`src/hdl/bls_pkg.sv`:
```
// shared types and constants for the bresenham line stepper
// no dependencies; imported by every module of the block
`default_nettype none

package bls_pkg;

    localparam int COORD_BITS  = 6;
    localparam int COLOR_BITS  = 32;
    // error accumulator and its sum span (-delta, 3*delta], plus sign
    localparam int ERR_BITS    = COORD_BITS + 3;
    localparam int QUEUE_DEPTH = 2;
    localparam int QPTR_BITS   = $clog2(QUEUE_DEPTH);

    typedef logic [COORD_BITS-1:0]      t_coord;
    typedef logic [COORD_BITS:0]        t_delta2;
    typedef logic signed [ERR_BITS-1:0] t_err;
    typedef logic [COLOR_BITS-1:0]      t_color;
    typedef logic [QPTR_BITS-1:0]       t_qptr;
    typedef logic [QPTR_BITS:0]         t_qcount;

    // one classified line, ready to be stepped
    typedef struct packed {
        t_coord  major_pos;
        t_coord  major_stop;
        t_coord  minor_pos;
        t_coord  major_delta;
        t_delta2 minor_delta2;
        logic    step_down;
        logic    transposed;
        t_color  color;
    } t_cmd;

    // queue status seen by its neighbors
    typedef struct packed {
        logic full;
        logic not_empty;
    } t_qstat;

endpackage

`default_nettype wire

```
`src/hdl/bls_front.sv`:
```
// front end: accepts a segment, transposes steep lines, orders endpoints
// depends on bls_pkg; feeds bls_queue
`default_nettype none

module bls_front
    import bls_pkg::*;
(
    input  wire logic   i_in_valid,
    output logic        o_in_ready,
    input  wire t_coord i_x_start,
    input  wire t_coord i_y_start,
    input  wire t_coord i_x_end,
    input  wire t_coord i_y_end,
    input  wire t_color i_pixel_color,
    input  wire t_qstat i_qstat,
    output logic        o_push,
    output t_cmd        o_cmd
);

    t_coord s_dx;
    t_coord s_dy;
    logic   s_steep;
    t_coord s_a0, s_b0, s_a1, s_b1;
    t_coord s_lo_a, s_lo_b, s_hi_a, s_hi_b;
    t_coord s_minor_delta;

    always_comb begin
        s_dx    = (i_x_start > i_x_end) ? i_x_start - i_x_end : i_x_end - i_x_start;
        s_dy    = (i_y_start > i_y_end) ? i_y_start - i_y_end : i_y_end - i_y_start;
        s_steep = s_dx < s_dy;

        if (s_steep) begin
            s_a0 = i_y_start; s_b0 = i_x_start; s_a1 = i_y_end; s_b1 = i_x_end;
        end else begin
            s_a0 = i_x_start; s_b0 = i_y_start; s_a1 = i_x_end; s_b1 = i_y_end;
        end

        // major coordinate must increase
        if (s_a0 > s_a1) begin
            s_lo_a = s_a1; s_lo_b = s_b1; s_hi_a = s_a0; s_hi_b = s_b0;
        end else begin
            s_lo_a = s_a0; s_lo_b = s_b0; s_hi_a = s_a1; s_hi_b = s_b1;
        end

        s_minor_delta = (s_lo_b > s_hi_b) ? s_lo_b - s_hi_b : s_hi_b - s_lo_b;

        o_cmd.major_pos    = s_lo_a;
        o_cmd.major_stop   = s_hi_a;
        o_cmd.minor_pos    = s_lo_b;
        o_cmd.major_delta  = s_hi_a - s_lo_a;
        o_cmd.minor_delta2 = {s_minor_delta, 1'b0};
        o_cmd.step_down    = s_hi_b < s_lo_b;
        o_cmd.transposed   = s_steep;
        o_cmd.color        = i_pixel_color;
    end

    assign o_in_ready = !i_qstat.full;
    assign o_push     = i_in_valid && !i_qstat.full;

endmodule

`default_nettype wire

```
`src/hdl/bls_queue.sv`:
```
// short command queue between the front end and the stepper
// depends on bls_pkg
`default_nettype none

module bls_queue
    import bls_pkg::*;
(
    input  wire logic i_clk,
    input  wire logic i_rst_n,
    input  wire logic i_push,
    input  wire t_cmd i_cmd,
    input  wire logic i_pop,
    output t_cmd      o_cmd,
    output t_qstat    o_qstat
);

    t_cmd    r_mem [QUEUE_DEPTH];
    t_qptr   r_wr_ptr;
    t_qptr   r_rd_ptr;
    t_qcount r_count;

    logic s_push;
    logic s_pop;

    assign s_push = i_push && !o_qstat.full;
    assign s_pop  = i_pop && o_qstat.not_empty;

    always_comb begin
        o_qstat.full      = r_count == t_qcount'(QUEUE_DEPTH);
        o_qstat.not_empty = r_count != '0;
        o_cmd             = r_mem[r_rd_ptr];
    end

    always_ff @(posedge i_clk) begin
        if (s_push) begin
            r_mem[r_wr_ptr] <= i_cmd;
        end
    end

    always_ff @(posedge i_clk) begin
        if (!i_rst_n) begin
            r_wr_ptr <= '0;
            r_rd_ptr <= '0;
            r_count  <= '0;
        end else begin
            if (s_push) begin
                r_wr_ptr <= r_wr_ptr + 1'b1;
            end
            if (s_pop) begin
                r_rd_ptr <= r_rd_ptr + 1'b1;
            end
            case ({s_push, s_pop})
                2'b10:   r_count <= r_count + 1'b1;
                2'b01:   r_count <= r_count - 1'b1;
                default: r_count <= r_count;
            endcase
        end
    end

    // occupancy never passes the depth
    a_count_bound: assert property (@(posedge i_clk) disable iff (!i_rst_n)
        r_count <= t_qcount'(QUEUE_DEPTH))
        else $error("queue count beyond depth");

    // pointers differ by the occupancy, modulo the queue depth
    a_ptr_gap: assert property (@(posedge i_clk) disable iff (!i_rst_n)
        t_qptr'(r_wr_ptr - r_rd_ptr) == t_qptr'(r_count))
        else $error("queue pointers out of step with count");

    // a pop on an empty queue is ignored, count holds
    a_empty_pop: assert property (@(posedge i_clk) disable iff (!i_rst_n)
        (!o_qstat.not_empty && !i_push) |=> (r_count == '0))
        else $error("count moved on empty queue");

endmodule

`default_nettype wire

```
`src/hdl/bls_stepper.sv`:
```
// back end: steps one queued line a pixel per cycle, while the output is not stalled, into an output register
// depends on bls_pkg; drains bls_queue
`default_nettype none

module bls_stepper
    import bls_pkg::*;
(
    input  wire logic   i_clk,
    input  wire logic   i_rst_n,
    input  wire t_qstat i_qstat,
    input  wire t_cmd   i_cmd,
    output logic        o_pop,
    output logic        o_out_valid,
    input  wire logic   i_out_ready,
    output t_coord      o_pixel_x,
    output t_coord      o_pixel_y,
    output t_color      o_out_color,
    output logic        o_last_pixel
);

    logic    r_busy;
    t_coord  r_major_pos;
    t_coord  r_major_stop;
    t_coord  r_minor_pos;
    t_coord  r_major_delta;
    t_delta2 r_minor_delta2;
    logic    r_step_down;
    logic    r_transposed;
    t_color  r_held_color;
    t_err    r_err;

    logic    r_out_valid;
    t_coord  r_pixel_x;
    t_coord  r_pixel_y;
    t_color  r_out_color;
    logic    r_last_pixel;

    logic    s_step;
    logic    s_last;
    t_err    s_delta_ext;
    t_err    s_err_sum;
    logic    s_minor_move;

    always_comb begin
        o_pop        = !r_busy && i_qstat.not_empty;
        s_step       = r_busy && (!r_out_valid || i_out_ready);
        s_last       = r_major_pos == r_major_stop;
        s_delta_ext  = $signed({3'b000, r_major_delta});
        s_err_sum    = r_err + $signed({2'b00, r_minor_delta2});
        s_minor_move = s_err_sum > s_delta_ext;
    end

    always_ff @(posedge i_clk) begin
        if (!i_rst_n) begin
            r_busy <= 1'b0;
        end else if (o_pop) begin
            r_busy <= 1'b1;
        end else if (s_step && s_last) begin
            r_busy <= 1'b0;
        end
    end

    always_ff @(posedge i_clk) begin
        if (o_pop) begin
            r_major_pos    <= i_cmd.major_pos;
            r_major_stop   <= i_cmd.major_stop;
            r_minor_pos    <= i_cmd.minor_pos;
            r_major_delta  <= i_cmd.major_delta;
            r_minor_delta2 <= i_cmd.minor_delta2;
            r_step_down    <= i_cmd.step_down;
            r_transposed   <= i_cmd.transposed;
            r_held_color   <= i_cmd.color;
            r_err          <= '0;
        end else if (s_step) begin
            if (s_minor_move) begin
                r_minor_pos <= r_step_down ? r_minor_pos - 1'b1 : r_minor_pos + 1'b1;
                r_err       <= s_err_sum - $signed({2'b00, r_major_delta, 1'b0});
            end else begin
                r_err       <= s_err_sum;
            end
            if (!s_last) begin
                r_major_pos <= r_major_pos + 1'b1;
            end
        end
    end

    // output register
    always_ff @(posedge i_clk) begin
        if (!i_rst_n) begin
            r_out_valid <= 1'b0;
        end else if (s_step) begin
            r_out_valid <= 1'b1;
        end else if (i_out_ready) begin
            r_out_valid <= 1'b0;
        end
    end

    always_ff @(posedge i_clk) begin
        if (s_step) begin
            r_pixel_x    <= r_transposed ? r_minor_pos : r_major_pos;
            r_pixel_y    <= r_transposed ? r_major_pos : r_minor_pos;
            r_out_color  <= r_held_color;
            r_last_pixel <= s_last;
        end
    end

    assign o_out_valid  = r_out_valid;
    assign o_pixel_x    = r_pixel_x;
    assign o_pixel_y    = r_pixel_y;
    assign o_out_color  = r_out_color;
    assign o_last_pixel = r_last_pixel;

    // stepping never runs past the far endpoint
    a_major_range: assert property (@(posedge i_clk) disable iff (!i_rst_n)
        r_busy |-> (r_major_pos <= r_major_stop))
        else $error("major position past stop");

    // error term stays within one major delta of zero between steps
    a_err_range: assert property (@(posedge i_clk) disable iff (!i_rst_n)
        r_busy |-> ((r_err <= s_delta_ext) && (r_err >= -s_delta_ext)))
        else $error("error accumulator out of range");

    // the last pixel of a line frees the stepper
    a_last_idle: assert property (@(posedge i_clk) disable iff (!i_rst_n)
        (s_step && s_last) |=> (!r_busy && r_out_valid && r_last_pixel))
        else $error("stepper still busy after last pixel");

    // no new line is taken while one is in progress
    a_no_pop_busy: assert property (@(posedge i_clk) disable iff (!i_rst_n)
        r_busy |-> !o_pop)
        else $error("pop while busy");

endmodule

`default_nettype wire

```
`src/hdl/bresenham_line_stepper.sv`:
```
// path: when idle, a segment's first pixel passes the queue, the stepper's load
// and the output register; throughput: each line is loaded once, then stepped one
// pixel per cycle, up to 64 pixels for the lines of a 6-bit grid; the stepper's
// single-pixel-per-cycle loop sets the rate while the output is not stalled; a
// 2-deep queue lets the front accept new segments while a line is still being stepped
// reset: synchronous active-low, clears queue, stepper busy flag and output valid
`default_nettype none

module bresenham_line_stepper
    import bls_pkg::*;
(
    input  wire logic   i_clk,
    input  wire logic   i_rst_n,
    // segment channel
    input  wire logic   i_in_valid,
    output logic        o_in_ready,
    input  wire t_coord i_x_start,
    input  wire t_coord i_y_start,
    input  wire t_coord i_x_end,
    input  wire t_coord i_y_end,
    input  wire t_color i_pixel_color,
    // pixel channel
    output logic        o_out_valid,
    input  wire logic   i_out_ready,
    output t_coord      o_pixel_x,
    output t_coord      o_pixel_y,
    output t_color      o_out_color,
    output logic        o_last_pixel
);

    // front to queue
    logic   s_push;
    t_cmd   s_push_cmd;
    // queue to stepper
    t_qstat s_qstat;
    t_cmd   s_head_cmd;
    logic   s_pop;

    // classify the segment: steep lines transposed, endpoints ordered
    bls_front u_front (
        .i_in_valid    (i_in_valid),
        .o_in_ready    (o_in_ready),
        .i_x_start     (i_x_start),
        .i_y_start     (i_y_start),
        .i_x_end       (i_x_end),
        .i_y_end       (i_y_end),
        .i_pixel_color (i_pixel_color),
        .i_qstat       (s_qstat),
        .o_push        (s_push),
        .o_cmd         (s_push_cmd)
    );

    // decouples segment acceptance from pixel stepping
    bls_queue u_queue (
        .i_clk   (i_clk),
        .i_rst_n (i_rst_n),
        .i_push  (s_push),
        .i_cmd   (s_push_cmd),
        .i_pop   (s_pop),
        .o_cmd   (s_head_cmd),
        .o_qstat (s_qstat)
    );

    // one pixel per cycle into a registered output that can stall on its own
    bls_stepper u_stepper (
        .i_clk        (i_clk),
        .i_rst_n      (i_rst_n),
        .i_qstat      (s_qstat),
        .i_cmd        (s_head_cmd),
        .o_pop        (s_pop),
        .o_out_valid  (o_out_valid),
        .i_out_ready  (i_out_ready),
        .o_pixel_x    (o_pixel_x),
        .o_pixel_y    (o_pixel_y),
        .o_out_color  (o_out_color),
        .o_last_pixel (o_last_pixel)
    );

endmodule

`default_nettype wire
```
`config.mk`:
```
export PLATFORM = sky130hd
export DESIGN_NAME = bresenham_line_stepper
export DESIGN_NICKNAME = d
export VERILOG_FILES = /design/src/hdl/bls_pkg.sv /design/src/hdl/bls_front.sv /design/src/hdl/bls_queue.sv /design/src/hdl/bls_stepper.sv /design/src/hdl/bresenham_line_stepper.sv
export SDC_FILE = /design/constraint.sdc
export NUM_CORES = 1
export LEC_CHECK = 0
export BUFFER_PORTS_ARGS = -buffer_cell sky130_fd_sc_hd__buf_2
export CORE_UTILIZATION = 65
export DETAILED_ROUTE_END_ITERATION = 8
export PLACE_DENSITY_LB_ADDON = 0.05
export SLEW_MARGIN = 0
export SYNTH_ARGS = -nofsm -noshare
export SYNTH_HDL_FRONTEND = slang
export SYNTH_SLANG_ARGS = --single-unit
export TNS_END_PERCENT = 50
```
`constraint.sdc`:
```
create_clock -name i_clk -period 17.6 [get_ports i_clk]
set_clock_uncertainty 0.1 [all_clocks]
set_input_delay 3.52 -clock i_clk [delete_from_list [all_inputs] [get_ports i_clk]]
set_output_delay 3.52 -clock i_clk [all_outputs]
set_load 0.02 [all_outputs]
```
* Word level (Yosys, flattened, before mapping)
Memories as Yosys holds them, arrays and structs flattened. A register that Yosys moved wholly into a read port is not among the register bits.
Cells that the tools add are included.
** Storage, ports and cells
- ROM bits :: 0
- Input port bits :: 60
- Flip-flop bits (word level) :: 125
- Logic and storage cells :: 95
- Memories kept :: 1
- Output and inout port bits :: 47
- Bits in latches :: 0
- Memory bits (writable) :: 128
** Memories
- u_queue.r_mem :: depth 2, bits a word 64, read ports 1, clocked after Yosys merged registers in 1, wr ports 1, line bls_queue.sv:17 : t_cmd r_mem [QUEUE_DEPTH];
** Cells by class
- Add/subtract/negate cells :: 16
- Bitwise operators :: 0
- Shifts and indexed selects :: 0
- Div/mod/pow operators :: 0
- Mux-type cells :: 30
- $lt $le $gt $ge :: 7
- Reduce and logical (&&, ||, !) cells :: 18
- Equal/unequal tests :: 5
- Multipliers :: 0
** Operators with widths (count)
- $mux 6 :: 20
- $sub 6x6->6 :: 7
- $gt 6x6->1 :: 4
- $add 6x1->6 const B :: 2
- $lt 6x6->1 :: 2
- $reduce_bool 2->1 :: 6
- $add 9x8->9 :: 1
- $gt 9x7->1 :: 1
- $mux 9 :: 1
- $sub 9x8->9 :: 1
- $mux 1 :: 8
- $eq 6x6->1 :: 1
- $logic_and 1x1->1 :: 6
- $sub 6x1->6 const B :: 1
- $eq 2x2->1 const B :: 2
- $pmux 2 s2 :: 1
- $reduce_and 2->1 :: 2
- $logic_not 1->1 :: 3
- $add 1x1->1 const B :: 2
- $add 2x1->2 const B :: 1
- $eq 2x1->1 const B :: 1
- $ne 2x2->1 const B :: 1
- $sub 2x1->2 const B :: 1
- $logic_or 1x1->1 :: 1

* Logic depth before layout (Yosys ltp)
- Depth in word-level cells :: 8
- Mapped depth :: 43
- Mapped depth without buffers :: 40

* By module
A second synthesis with hierarchy kept.
** Unflattened totals
- Cell total of the unflattened synthesis :: 998
- Area total of the unflattened synthesis :: 12995.0 um^2
** Modules (own cells, without submodules)
- bls_stepper :: times used 1, sequential area each 3523.4 um^2, area each 5138.7 um^2, cells an instance 353
- bls_queue :: times used 1, sequential area each 4003.8 um^2, area each 4909.7 um^2, cells an instance 228
- bls_front :: times used 1, sequential area each 0.0 um^2, area each 2946.6 um^2, cells an instance 417

* Least setup slack after synthesis
No wires, ideal clock.
- Path type :: input -> register
- Start :: input port i_y_start[0]
- End :: memory u_queue.r_mem[0][39] in the netlist's numbering (data pin)
- Stages on the path :: 41
- Slack :: 6686 ps
- Library setup time :: 263 ps
- Arrival time :: 10551 ps
- Cells stage by stage :: inv_1 ha_1 inv_1 fa_1 a21o_1 a21o_1 a21o_1 a21oi_1 a31oi_1 a211oi_1 a21oi_1 xnor2_1 ha_1 nand4_1 o21ai_2 buf_2 buf_2 a21oi_1 (+5 left out) a2bb2oi_4 buf_4 buf_2 o211ai_1 and2_1 ha_1 inv_1 fa_1 a21o_1 a21oi_1 o21bai_1 a21oi_1 a31oi_2 mux2i_1 a221oi_1 o21ai_0 a31oi_1 xnor2_1
** RTL lines
- start, declared :: line bresenham_line_stepper.sv:18 : input wire t_coord i_y_start,
- end, declared :: line bls_queue.sv:17

==> results.yml <==
critical_path:
  slowest_stage: "buf_4"
  crit_path_start: "i_y_start[0]"
  crit_type: "in -> reg"
  arrival_ns: 12.04
  cp_max_fo: 69
  end_kind: "register"
  cp-start-kind: "input port"
  r2r-start: "u_stepper.r_minor_delta2[1]"
  slowest_delay_ns: 0.54
  required_ns: 17.78
placed_design:
  place.gp.congestion: 0.8516
  dp_hpwl_mm: 16.91
  port_buffers: 106
drt:
  drc: 7
  vias: 7330
  first_iter_violations: 499
  firstDrtPassIters: 9
  drtAntennaViolNets: 0
  drt-total-wl_mm: 24.39
  vias_per_cell: 5.836
  wl_per_cell_um: 19.42
clocking:
  htree_levels: 1
  clock_path_buffers: 3
  cts_buffers: 26
  insertion_delay_ns: 0.53
  clockRootBuffer: "clkbuf_16"
  cts-resized-gates: 0
  cts_hold_buffers: 0
  path_clk_slew_ns: 0.06
  cts_sinks: 252
  post_cts_buffers: 0
  cts_tree: "done"
sta:
  min_period_ns: 11.85
  drv_slew: 0
  fmax_mhz: 84.36
  rsz0062_at_grt: "no"
  hold_violations: 0
  period_share_pct: 67.35
  finalSetupTns_ns: 0
  tightest_slew_ns: 1.124
  setup_violations: 0
  max_slew_margin_pct: 25.08
layout:
  layout_commonest_cell: "edfxtp_1"
  syn_to_final_growth_pct: 13.40
  antenna_cells: 0
  final_cell_mix: "237 x edfxtp_1, 106 x buf_2, 67 x ha_1, 65 x mux2_2, 58 x nand2_1"
  layout-drive-gt1-share_pct: 22.98
  fin_nets: 1143
floorplanning:
  fp.dieH_um: 138.9
  core_um2: 18150
  start_util_pct: 67.15
  rows: 49
  ios: 107
  die_w_um: 138.9
  dieArea_um2: 19300
synth:
  asyncSetResetFlopFracSynth_pct: 0
  yosysSeqAreaShare_pct: 60.87
  avgSynthCellArea_um2: 13.68
  synth-main-ff-cell: "edfxtp_1"
  synth.distinct_cells: 51
  synth_edf_count: 237
  ys_ff_latch: 252
  synthesis.nets: 1027
  syn-cell-area_um2: 12190
  ys_warn_count: 0
  synthCells: 891
grt:
  antenna_found_initial: 0
  grt_use_total_pct: 25.67
  grt_max_degree: 71
  grt_pass1_vias: 7385
  grt_pass1_wl_mm: 38.52
  globalRouteOverflowTotal: 0
min_path:
  min_path_type: "reg -> reg"
  min_from: "u_stepper.r_held_color[8]"
outcome:
  violations: "design-rule violations"
  outcome: "complete, but fails checks"
flow_run:
  max_cap_violations: 0
## area by class of cell
cell class | count | area (um2)
clock buffer | 28 | 658.1
timing repair buffer | 113 | 583.1
multi-input combinational | 557 | 4451
inverter | 57 | 214.0
clock inverter | 20 | 207.7
fill | 1100 | 4329
sequential | 252 | 7418
tap | 229 | 286.5
## state kept, by name (all words and copies together) (netlist names), 2 cells and up, named ones only
| register | count |
|---|---|
| u_queue.r_mem | 128 |
| u_stepper.r_minor_pos | 6 |
| u_queue.r_count | 2 |
| u_stepper.r_major_pos | 6 |
| u_stepper.r_err | 8 |
| u_stepper.o_pixel_y | 6 |
| u_stepper.o_pixel_x | 6 |
| u_stepper.o_out_color | 32 |
| u_stepper.r_minor_delta2 | 6 |
| u_stepper.r_major_delta | 6 |
| u_stepper.r_held_color | 32 |
| u_stepper.r_major_stop | 6 |
## stage by stage
| stage | util, % | area [um2] | setup slack (ns) | hold WS, ns | cells |
|---|---|---|---|---|---|
| 6_report | 76.14 | 13820 | 5.746 | 0.3191 | 1256 |
| 5_1_grt | 76.14 | 13820 | 4.919 | 0.3218 | 1256 |
| 4_1_cts | 76.14 | 13820 | 5.814 | 0.3182 | 1256 |
| 3_5_place_dp | 71.37 | 12950 | 5.266 | 0.3045 | 1208 |
| 3_3_place_gp | 71.37 | 12950 | 5.616 | 0.3002 | 1208 |
| 2_1_floorplan | - | 12190 | 6.686 | 0.3003 | 891 |
## layer usage
metal / global-route usage [%] / up-vias / routed length, um
met4: 8.830 / 0 / 731
met5: 0 / - / 0
met1: 32.70 / 3564 / 10230
li1: - / 3521 / -
met2: 44.82 / 200 / 12240
met3: 4.178 / 45 / 1185
## critical path, delay by kind of cell
kind | cells | cell delay (ns)
AO/OA/AOI/OAI | 22 | 3.87
buffers and inverters | 8 | 1.84
adder cells (fa/ha/maj) | 6 | 1.61
AND/OR/NAND/NOR | 3 | 0.58
XOR/XNOR | 2 | 0.31
multiplexers | 1 | 0.27
## Yosys cell counts, types with 15 or more instances
cell | n | share of area [%]
nor2_1 | 42 | 1.3
a21oi_1 | 52 | 2.1
mux2i_1 | 45 | 3.7
nand2_1 | 58 | 1.8
ha_1 | 67 | 6.9
inv_1 | 56 | 1.7
o21ai_0 | 31 | 1.3
a21o_1 | 25 | 1.5
dfxtp_1 | 15 | 2.5
edfxtp_1 | 237 | 58
xnor2_1 | 30 | 2.2
mux2_2 | 65 | 6.0
## cell families after synthesis
| family | share of synthesized area, % |
|---|---|
| XOR/XNOR | 3.163 |
| adder cells (fa/ha/maj) | 8.522 |
| buffers and inverters | 2.711 |
| flip-flops | 60.87 |
| AO/OA/AOI/OAI | 8.522 |
| AND/OR/NAND/NOR | 6.202 |
| multiplexers | 10.01 |
## worst paths after layout
path	end	slack, ns	cells after the start
worst max-delay path	u_queue.r_mem[0][39]	5.75	42
worst min-delay path	u_stepper.o_out_color[8]	0.32	0
worst max register to register	u_stepper.r_minor_pos[1]	13.48	13
worst min register to register	u_stepper.o_out_color[8]	0.32	0
Power is not shown: default switching activity piles up to over one toggle a cycle in this logic, so the estimate is an artifact.
